### src/sv/bds2_ram.sv
module bds2_ram #(
   parameter int WIDTH = 8,
   parameter int DEPTH = 16
) (
   input  logic                     clock,
   input  logic                     wr_en,
   input  logic [$clog2(DEPTH)-1:0] wr_addr,
   input  logic [WIDTH-1:0]         wr_data,
   input  logic                     rd_en,
   input  logic [$clog2(DEPTH)-1:0] rd_addr,
   output logic [WIDTH-1:0]         rd_data
);

   logic [WIDTH-1:0] mem_ff [DEPTH];
   logic [WIDTH-1:0] rd_data_ff;

   always_ff @(posedge clock) begin
      if (wr_en) begin
         mem_ff[wr_addr] <= wr_data;
      end
      if (rd_en) begin
         rd_data_ff <= mem_ff[rd_addr];
      end
   end

   assign rd_data = rd_data_ff;

endmodule

### config.mk
export PLATFORM = sky130hd
export DESIGN_NAME = bds2_ram
export DESIGN_NICKNAME = d
export VERILOG_FILES = /design/src/sv/bds2_ram.sv
export SDC_FILE = /design/constraint.sdc
export NUM_CORES = 1
export LEC_CHECK = 0
export ABC_AREA = 1
export BUFFER_PORTS_ARGS = -buffer_cell sky130_fd_sc_hd__buf_2
export CELL_PAD_IN_SITES_DETAIL_PLACEMENT = 1
export CELL_PAD_IN_SITES_GLOBAL_PLACEMENT = 2
export CORE_MARGIN = 3
export CORE_UTILIZATION = 44
export CTS_CLUSTER_SIZE = 25
export DETAILED_ROUTE_END_ITERATION = 7
export GPL_ROUTABILITY_DRIVEN = 0
export GPL_TIMING_DRIVEN = 1
export PLACE_DENSITY_LB_ADDON = 0.1
export SYNTH_ARGS = -nofsm -noshare
export SYNTH_HDL_FRONTEND = slang
export SYNTH_SLANG_ARGS = --single-unit
### constraint.sdc
create_clock -name clock -period 3.3 [get_ports clock]
set_input_delay 0.495 -clock clock [delete_from_list [all_inputs] [get_ports clock]]
set_output_delay 0.495 -clock clock [all_outputs]
set_load 0.01 [all_outputs]
### Word-level counts from Yosys, hierarchy flattened

Memory sizes are Yosys's and may differ from the RTL's. A register that Yosys moved wholly into a read port is not among the register bits.
Cells that the tools add are included.

* add/sub/neg operators: 0
* multiply operators: 0
* div/mod/pow operators: 0
* order comparisons: 0
* equality and inequality tests: 0
* shift operators: 0
* muxes and demuxes: 2
* bitwise logic cells: 0
* reductions and logical operators: 0

Operators by type and width (number)
* 1-bit two-way mux: 2

* flip-flop bits (word level): 0
* latch bits: 0
* RAM bits: 128
* ROM bits: 0
* input port bits: 19
* output and inout bits: 8
* logic and storage cells: 3
* memories kept: 1

Memories
* mem_ff: words 16, bits a word 8, read ports 1, clocked after Yosys merged registers in 1, wr ports 1, line 14 `logic [WIDTH-1:0] mem_ff [DEPTH];`

### Longest topological paths before layout

Gate-level depths: netlist of the first run.

* depth after elaboration: 2
* gate-level depth with buffers: 8
* gate-level depth less buffers: 7

### Worst setup path after synthesis of the first run

Ideal clock, no wire load.

* kind: input to register
* from: in wr_addr[2]
* to: mem mem_ff[10][0] (enable)
* setup time: 370 ps
* arrival time: 1076 ps
* required time: 2930 ps
* path slack: 1854 ps
* cell stages on the path: 2
* path buffers: 0
* cells stage by stage: nand3b_1 > nor2_1

RTL lines
* start: declaration: line 7 `input logic [$clog2(DEPTH)-1:0] wr_addr,`
* end: declaration: line 14

Straight into the memory's write port.

==> metrics.txt, run 1 <==
status complete, no violations; # H-tree levels 4; initial antenna violation count 0; first-pass GRT wire length 22760 um; RSZ-0062 raised after global routing false; Initial DRC Count 280; Total Power 3.859 mW; CTS sink cnt between 100 and 150; maximum number of pins on one net before global-route repair 36; worst skew pair latency 0.41 ns; Global Route Usage Sum 0.2157; fin. max-slew vios 0; Antenna Nets Post-Route 0; setup TNS 0 ns; CTS tree yes; PostCTS Resize Cnt 0; vias per cell 4.996; number of global-route vias before repair 3953; f_max approximately 590 MHz; dpl ws 1.167 ns; Crit Path Class primary input to flop; Finished Cell Area between 6000 and 7000 um2; max cap viols 0; Final nets 596; largest fanout on the critical path 33; Final Hold Viols 0; Remaining DRCs 0; hold_buf cts 0; Yosys Warn Count 0; worst vdd ir roughly 320 uV; syn nets 570; routed vias about 3800; Seq cells post-synth 136; Clock transition at path regs 0.06 ns; period utilization 0.5124; Worst Setup Start Kind primary input; leak pwr 2.797 nW; Congestion Overflow GR 0; Die Span Y 121.3 um; Routed WL per cell around 19 um; area grow syn2layout 12.35%; Worst EP arrival 1.86 ns; Hold/Removal Path Class primary input to flop; top layer in use met4; share of cells above drive strength 1 0.08829; critical path endpoint category flop; Placement Cell Area about 6100 um2; fin crit period roughly 1.7 ns; PortBufs 26; final wirelength 14550 um; Yosys cell types 11; Core Area 12820 um2; relative slew slack 0.3768; TritonRoute pass-1 iters 4; final setup vio count 0; Synth Instances 551; HPWL Detailed 9130 um; site row count ~40; fill count 1432; syn avg cell area 10.61 um2; met2 wire length 6906 um; post-CTS setup buffer count 0; PD cells 587.5 nW/um2; met1 wire length approximately 6900 um; met3 routed wirelength 650 um; Clock Skews 0.003455 ns; WHS ~0.46 ns; Antenna Cells 0; I/O pins 27; sequential share of the synthesized area 0.6985; Die ar. 14710 um2; Worst Tran Pin Value 0.9313 ns; die outline width 121.3 um; Root Buffer clkbuf_16; CP required 3.46 ns; deepest clock path buffer count 2; Cell Area, Synth 5847 um2; Final WS setup 1.609 ns; initial core utilization 0.4559; TritonCTS buffer count 17
critical path: stages:
cell	delay [ns]
buf_2	0.37
buf_4	0.44
nand2_1	0.10
nand3_1	0.10
nand3_1	0.12
nand3_1	0.14
nand2_1	0.07
logic make-up after synthesis:
logic type	synth area share
buf+inv	0.09394
simple gates	0.2076
flops	0.6985
sequential cells by signal, summed over array words and instances (netlist names):
signal	flops
mem_ff	128
rd_data	8
synth_stat cells:
master,n,share of area
nand2_1,173,0.11
edfxtp_1,136,0.70
inv_1,100,0.064
nand3_1,97,0.083
nor2_1,17,0.011
buf_2,13,0.011
buf_6,6,0.012
buf_4,4,0.0051
inv_2,2,0.0013
nand3b_1,2,0.0026
buf_1,1,0.00064
layout make-up:
class / count / area, um2 / share of cell area
clock inverter: 7 / 53.80 / 0.008190
multi-input combinational: 289 / 1214 / 0.1848
timing repair buffer: 31 / 167.7 / 0.02552
inverter: 102 / 382.9 / 0.05829
tap: 172 / 215.2 / 0.03276
clock buffer: 24 / 451.7 / 0.06876
sequential: 136 / 4084 / 0.6217
power breakdown:
part,switching (mW),internal (mW)
logic,0.176,0.0614
registers,0.0103,1.95
clock network,0.648,1.02
total,0.834,3.03
routing by layer:
layer	global-route usage	vias up
met4	0.05462	0
met2	0.3453	76
met1	0.3009	1892
li1	-	1828
met3	0.04942	6
met5	0	-
stage by stage:
stage,util,instances
3_3_place_gp,0.4728,730
3_5_place_dp,0.4728,730
6_report,0.5122,761
5_1_grt,0.5122,761
2_1_floorplan,-,551
4_1_cts,0.5122,761
placed cells by master, fill, tap and decap left out:
cell,instances
buf_2,26
buf_4,5
bufinv_16,1
clkbuf_1,7
clkbuf_16,17
clkinv_1,5
clkinv_2,1
edfxtp_1,136
inv_1,100
inv_2,2
nand2_1,173
nand3_1,97
nand3b_1,2
nor2_1,17
worst paths after layout:
check	start	to	slack, ns	depth (start not counted)
max	rd_addr[0]	rd_data[6]$_DFFE_PP_	1.61	7
min	rd_en	rd_data[6]$_DFFE_PP_	0.46	1
min reg2reg	mem_ff[6][2]$_DFFE_PP_	rd_data[2]$_DFFE_PP_	0.77	6
max reg2reg	mem_ff[9][4]$_DFFE_PP_	rd_data[4]$_DFFE_PP_	2.04	6
Power figures use the tool's default switching activity.
==> run 2: changes to the inputs <==
--- a/config.mk
+++ b/config.mk
@@ -10,7 +10,7 @@
 export CELL_PAD_IN_SITES_DETAIL_PLACEMENT = 1
 export CELL_PAD_IN_SITES_GLOBAL_PLACEMENT = 2
 export CORE_MARGIN = 3
-export CORE_UTILIZATION = 44
+export CORE_UTILIZATION = 41
 export CTS_CLUSTER_SIZE = 25
 export DETAILED_ROUTE_END_ITERATION = 7
 export GPL_ROUTABILITY_DRIVEN = 0
==> constraint.sdc (replaced) <==
create_clock -name clock -period 1.7 [get_ports clock]
set_input_delay 0.255 -clock clock [delete_from_list [all_inputs] [get_ports clock]]
set_output_delay 0.255 -clock clock [all_outputs]
set_load 0.01 [all_outputs]
==> run 2 against run 1 <==
Die area grew 6.9%; wire length rose by 5.5%; total power up 110%; first-iteration DRC count rose by 30%; via count grew 3.5%; cell count grew 3.8%; critical path type is now flop to primary output; critical endpoint is now rd_data[5]; largest cell class unchanged.
==> metrics.txt, run 2 (synthesized netlist as in run 1, its figures left out) <==
Final nets 616; WHS 0.2041 ns; die outline width 125.4 um; relative slew slack 0.5962; TritonCTS buffer count 17; area grow syn2layout 17.98%; PostCTS Resize Cnt 0; TritonRoute pass-1 iters 5; period utilization 0.7541; most common cell after layout, fill and taps aside nand2_1; Worst Hold Launch rd_en; RSZ-0062 raised after global routing false; Routed WL per cell 19.44 um; Worst EP arrival 1.03 ns; share of cells above drive strength 1 0.1344; vias per cell 4.982; fill count 1512; Final Hold Viols 0; CTS tree yes; Die ar. around 16000 um2; initial core utilization 0.4196; f_max 780.0 MHz; Congestion Overflow GR 0; worst hold path stage count 1; Crit Path Class flop to primary output; worst vdd ir 814.7 uV; fin crit period 1.282 ns; Initial DRC Count ~360; Largest Register mem_ff; Hold/Removal Path Class primary input to flop; largest fanout on the critical path 1; Reg-to-Reg End rd_data[6]$_DFFE_PP_; area of the multi-input gates 1214 um2; Remaining DRCs 0; CP cell instances buf_2; setup TNS 0 ns; delay-heaviest family, CP flip-flops; number of global-route vias before repair ~4000; FF+latch area 4084 um2; commonest non-fill, non-tap cells in the layout 173 x nand2_1, 136 x edfxtp_1, 100 x inv_1; first-pass GRT wire length 23450 um; CTS sink cnt 136; PD cells 1176 nW/um2; crit-path max cell delay 0.43 ns; Worst R2R Path Depth 6; r2r setup slk 0.43 ns; CP required 1.44 ns; Core Area 13930 um2; Global Route Usage Sum 0.2039; CP max stage cell edfxtp_1; fin. max-slew vios 0; status complete, no violations; worst hold path endpoint rd_data[0]$_DFFE_PP_; final setup vio count 0; Final WS setup 0.4180 ns; worst skew pair latency 0.42 ns; worst path bufs/invs 1; Clock transition at path regs 0.06 ns; Die Span Y around 130 um; max cap viols 0; final wirelength 15360 um; Antenna Nets Post-Route 0; leak pwr a little under 3 nW; post-CTS setup buffer count 0; I/O pins 27; dpl ws 0.08636 ns; hold_buf cts 0; number of flip-flops in the largest register 128; deepest clock path buffer count 2; initial antenna violation count 0; site row count 43; critical path endpoint category primary output; RR Startpoint mem_ff[6][6]$_DFFE_PP_; Root Buffer clkbuf_16; routed vias 3936; HPWL Detailed 9705 um; Worst Setup Start Kind flop; PortBufs 26; # H-tree levels 4; Clock Skews roughly 0.008 ns; Antenna Cells 0; maximum number of pins on one net before global-route repair between 40 and 50; Worst Tran Pin Value between 0.6 and 0.7 ns
run 2: changes by cell type in the layout (fill, tap and decap cells not counted):
cell / previous run / this run
clkinvlp_4: 0 / 6
bufinv_16: 1 / 4
clkbuf_1: 7 / 2
buf_12: 0 / 5
buf_4: 5 / 20
clkinv_1: 5 / 1
clkinv_2: 1 / 2
run 2: worst max path at each step:
stage                               startpoint                      end  slack, ns  depth (start not counted)
after floorplan                     wr_addr[2]  mem_ff[10][0]$_DFFE_PP_       0.49                          2
after global placement              rd_addr[1]     rd_data[3]$_DFFE_PP_       0.11                          6
after detailed placement            rd_addr[0]     rd_data[6]$_DFFE_PP_       0.09                          8
after CTS                 rd_data[4]$_DFFE_PP_               rd_data[4]       0.40                          1
after global routing      rd_data[5]$_DFFE_PP_               rd_data[5]       0.40                          1
final                     rd_data[5]$_DFFE_PP_               rd_data[5]       0.42                          1
run 2: metal layers:
| layer | GRT usage | wire (um) |
|---|---|---|
| met5 | 0 | 0 |
| met4 | 0.07270 | 285 |
| met3 | 0.04015 | 691 |
| met2 | 0.3205 | 7268 |
| met1 | 0.2844 | 7112 |
run 2: metrics by stage:
stage	total power, mW	instance area, um2	instances	utilization
after floorplan	4.138	5847	551	-
after detailed placement	4.384	6286	758	0.4511
after CTS	8.160	6898	790	0.4950
after global routing	8.351	6898	790	0.4950
after global placement	4.373	6286	758	0.4511
final	8.111	6898	790	0.4950
run 2: area by class of cell:
type | count | area share
Clock inverter | 13 | 0.02594
Inverter | 102 | 0.05551
Multi-Input combinational cell | 289 | 0.1759
Clock buffer | 19 | 0.06276
Tap cell | 180 | 0.03265
Sequential cell | 136 | 0.5921
Timing Repair Buffer | 51 | 0.05514
run 2: worst register-to-register path, cell delays in order, from the launching register on:
cell	delay, ns
edfxtp_1	0.39
inv_1	0.07
nand2_1	0.05
nand3_1	0.08
nand3_1	0.18
nand3_1	0.18
nand2_1	0.07
run 2: power by group:
| group | switching, mW | internal, mW | total (mW) |
|---|---|---|---|
| Sequential | 0.0282 | 3.78 | 3.81 |
| Combinational | 0.354 | 0.148 | 0.502 |
| Clock | 1.36 | 2.44 | 3.80 |
| Total | 1.75 | 6.37 | 8.11 |
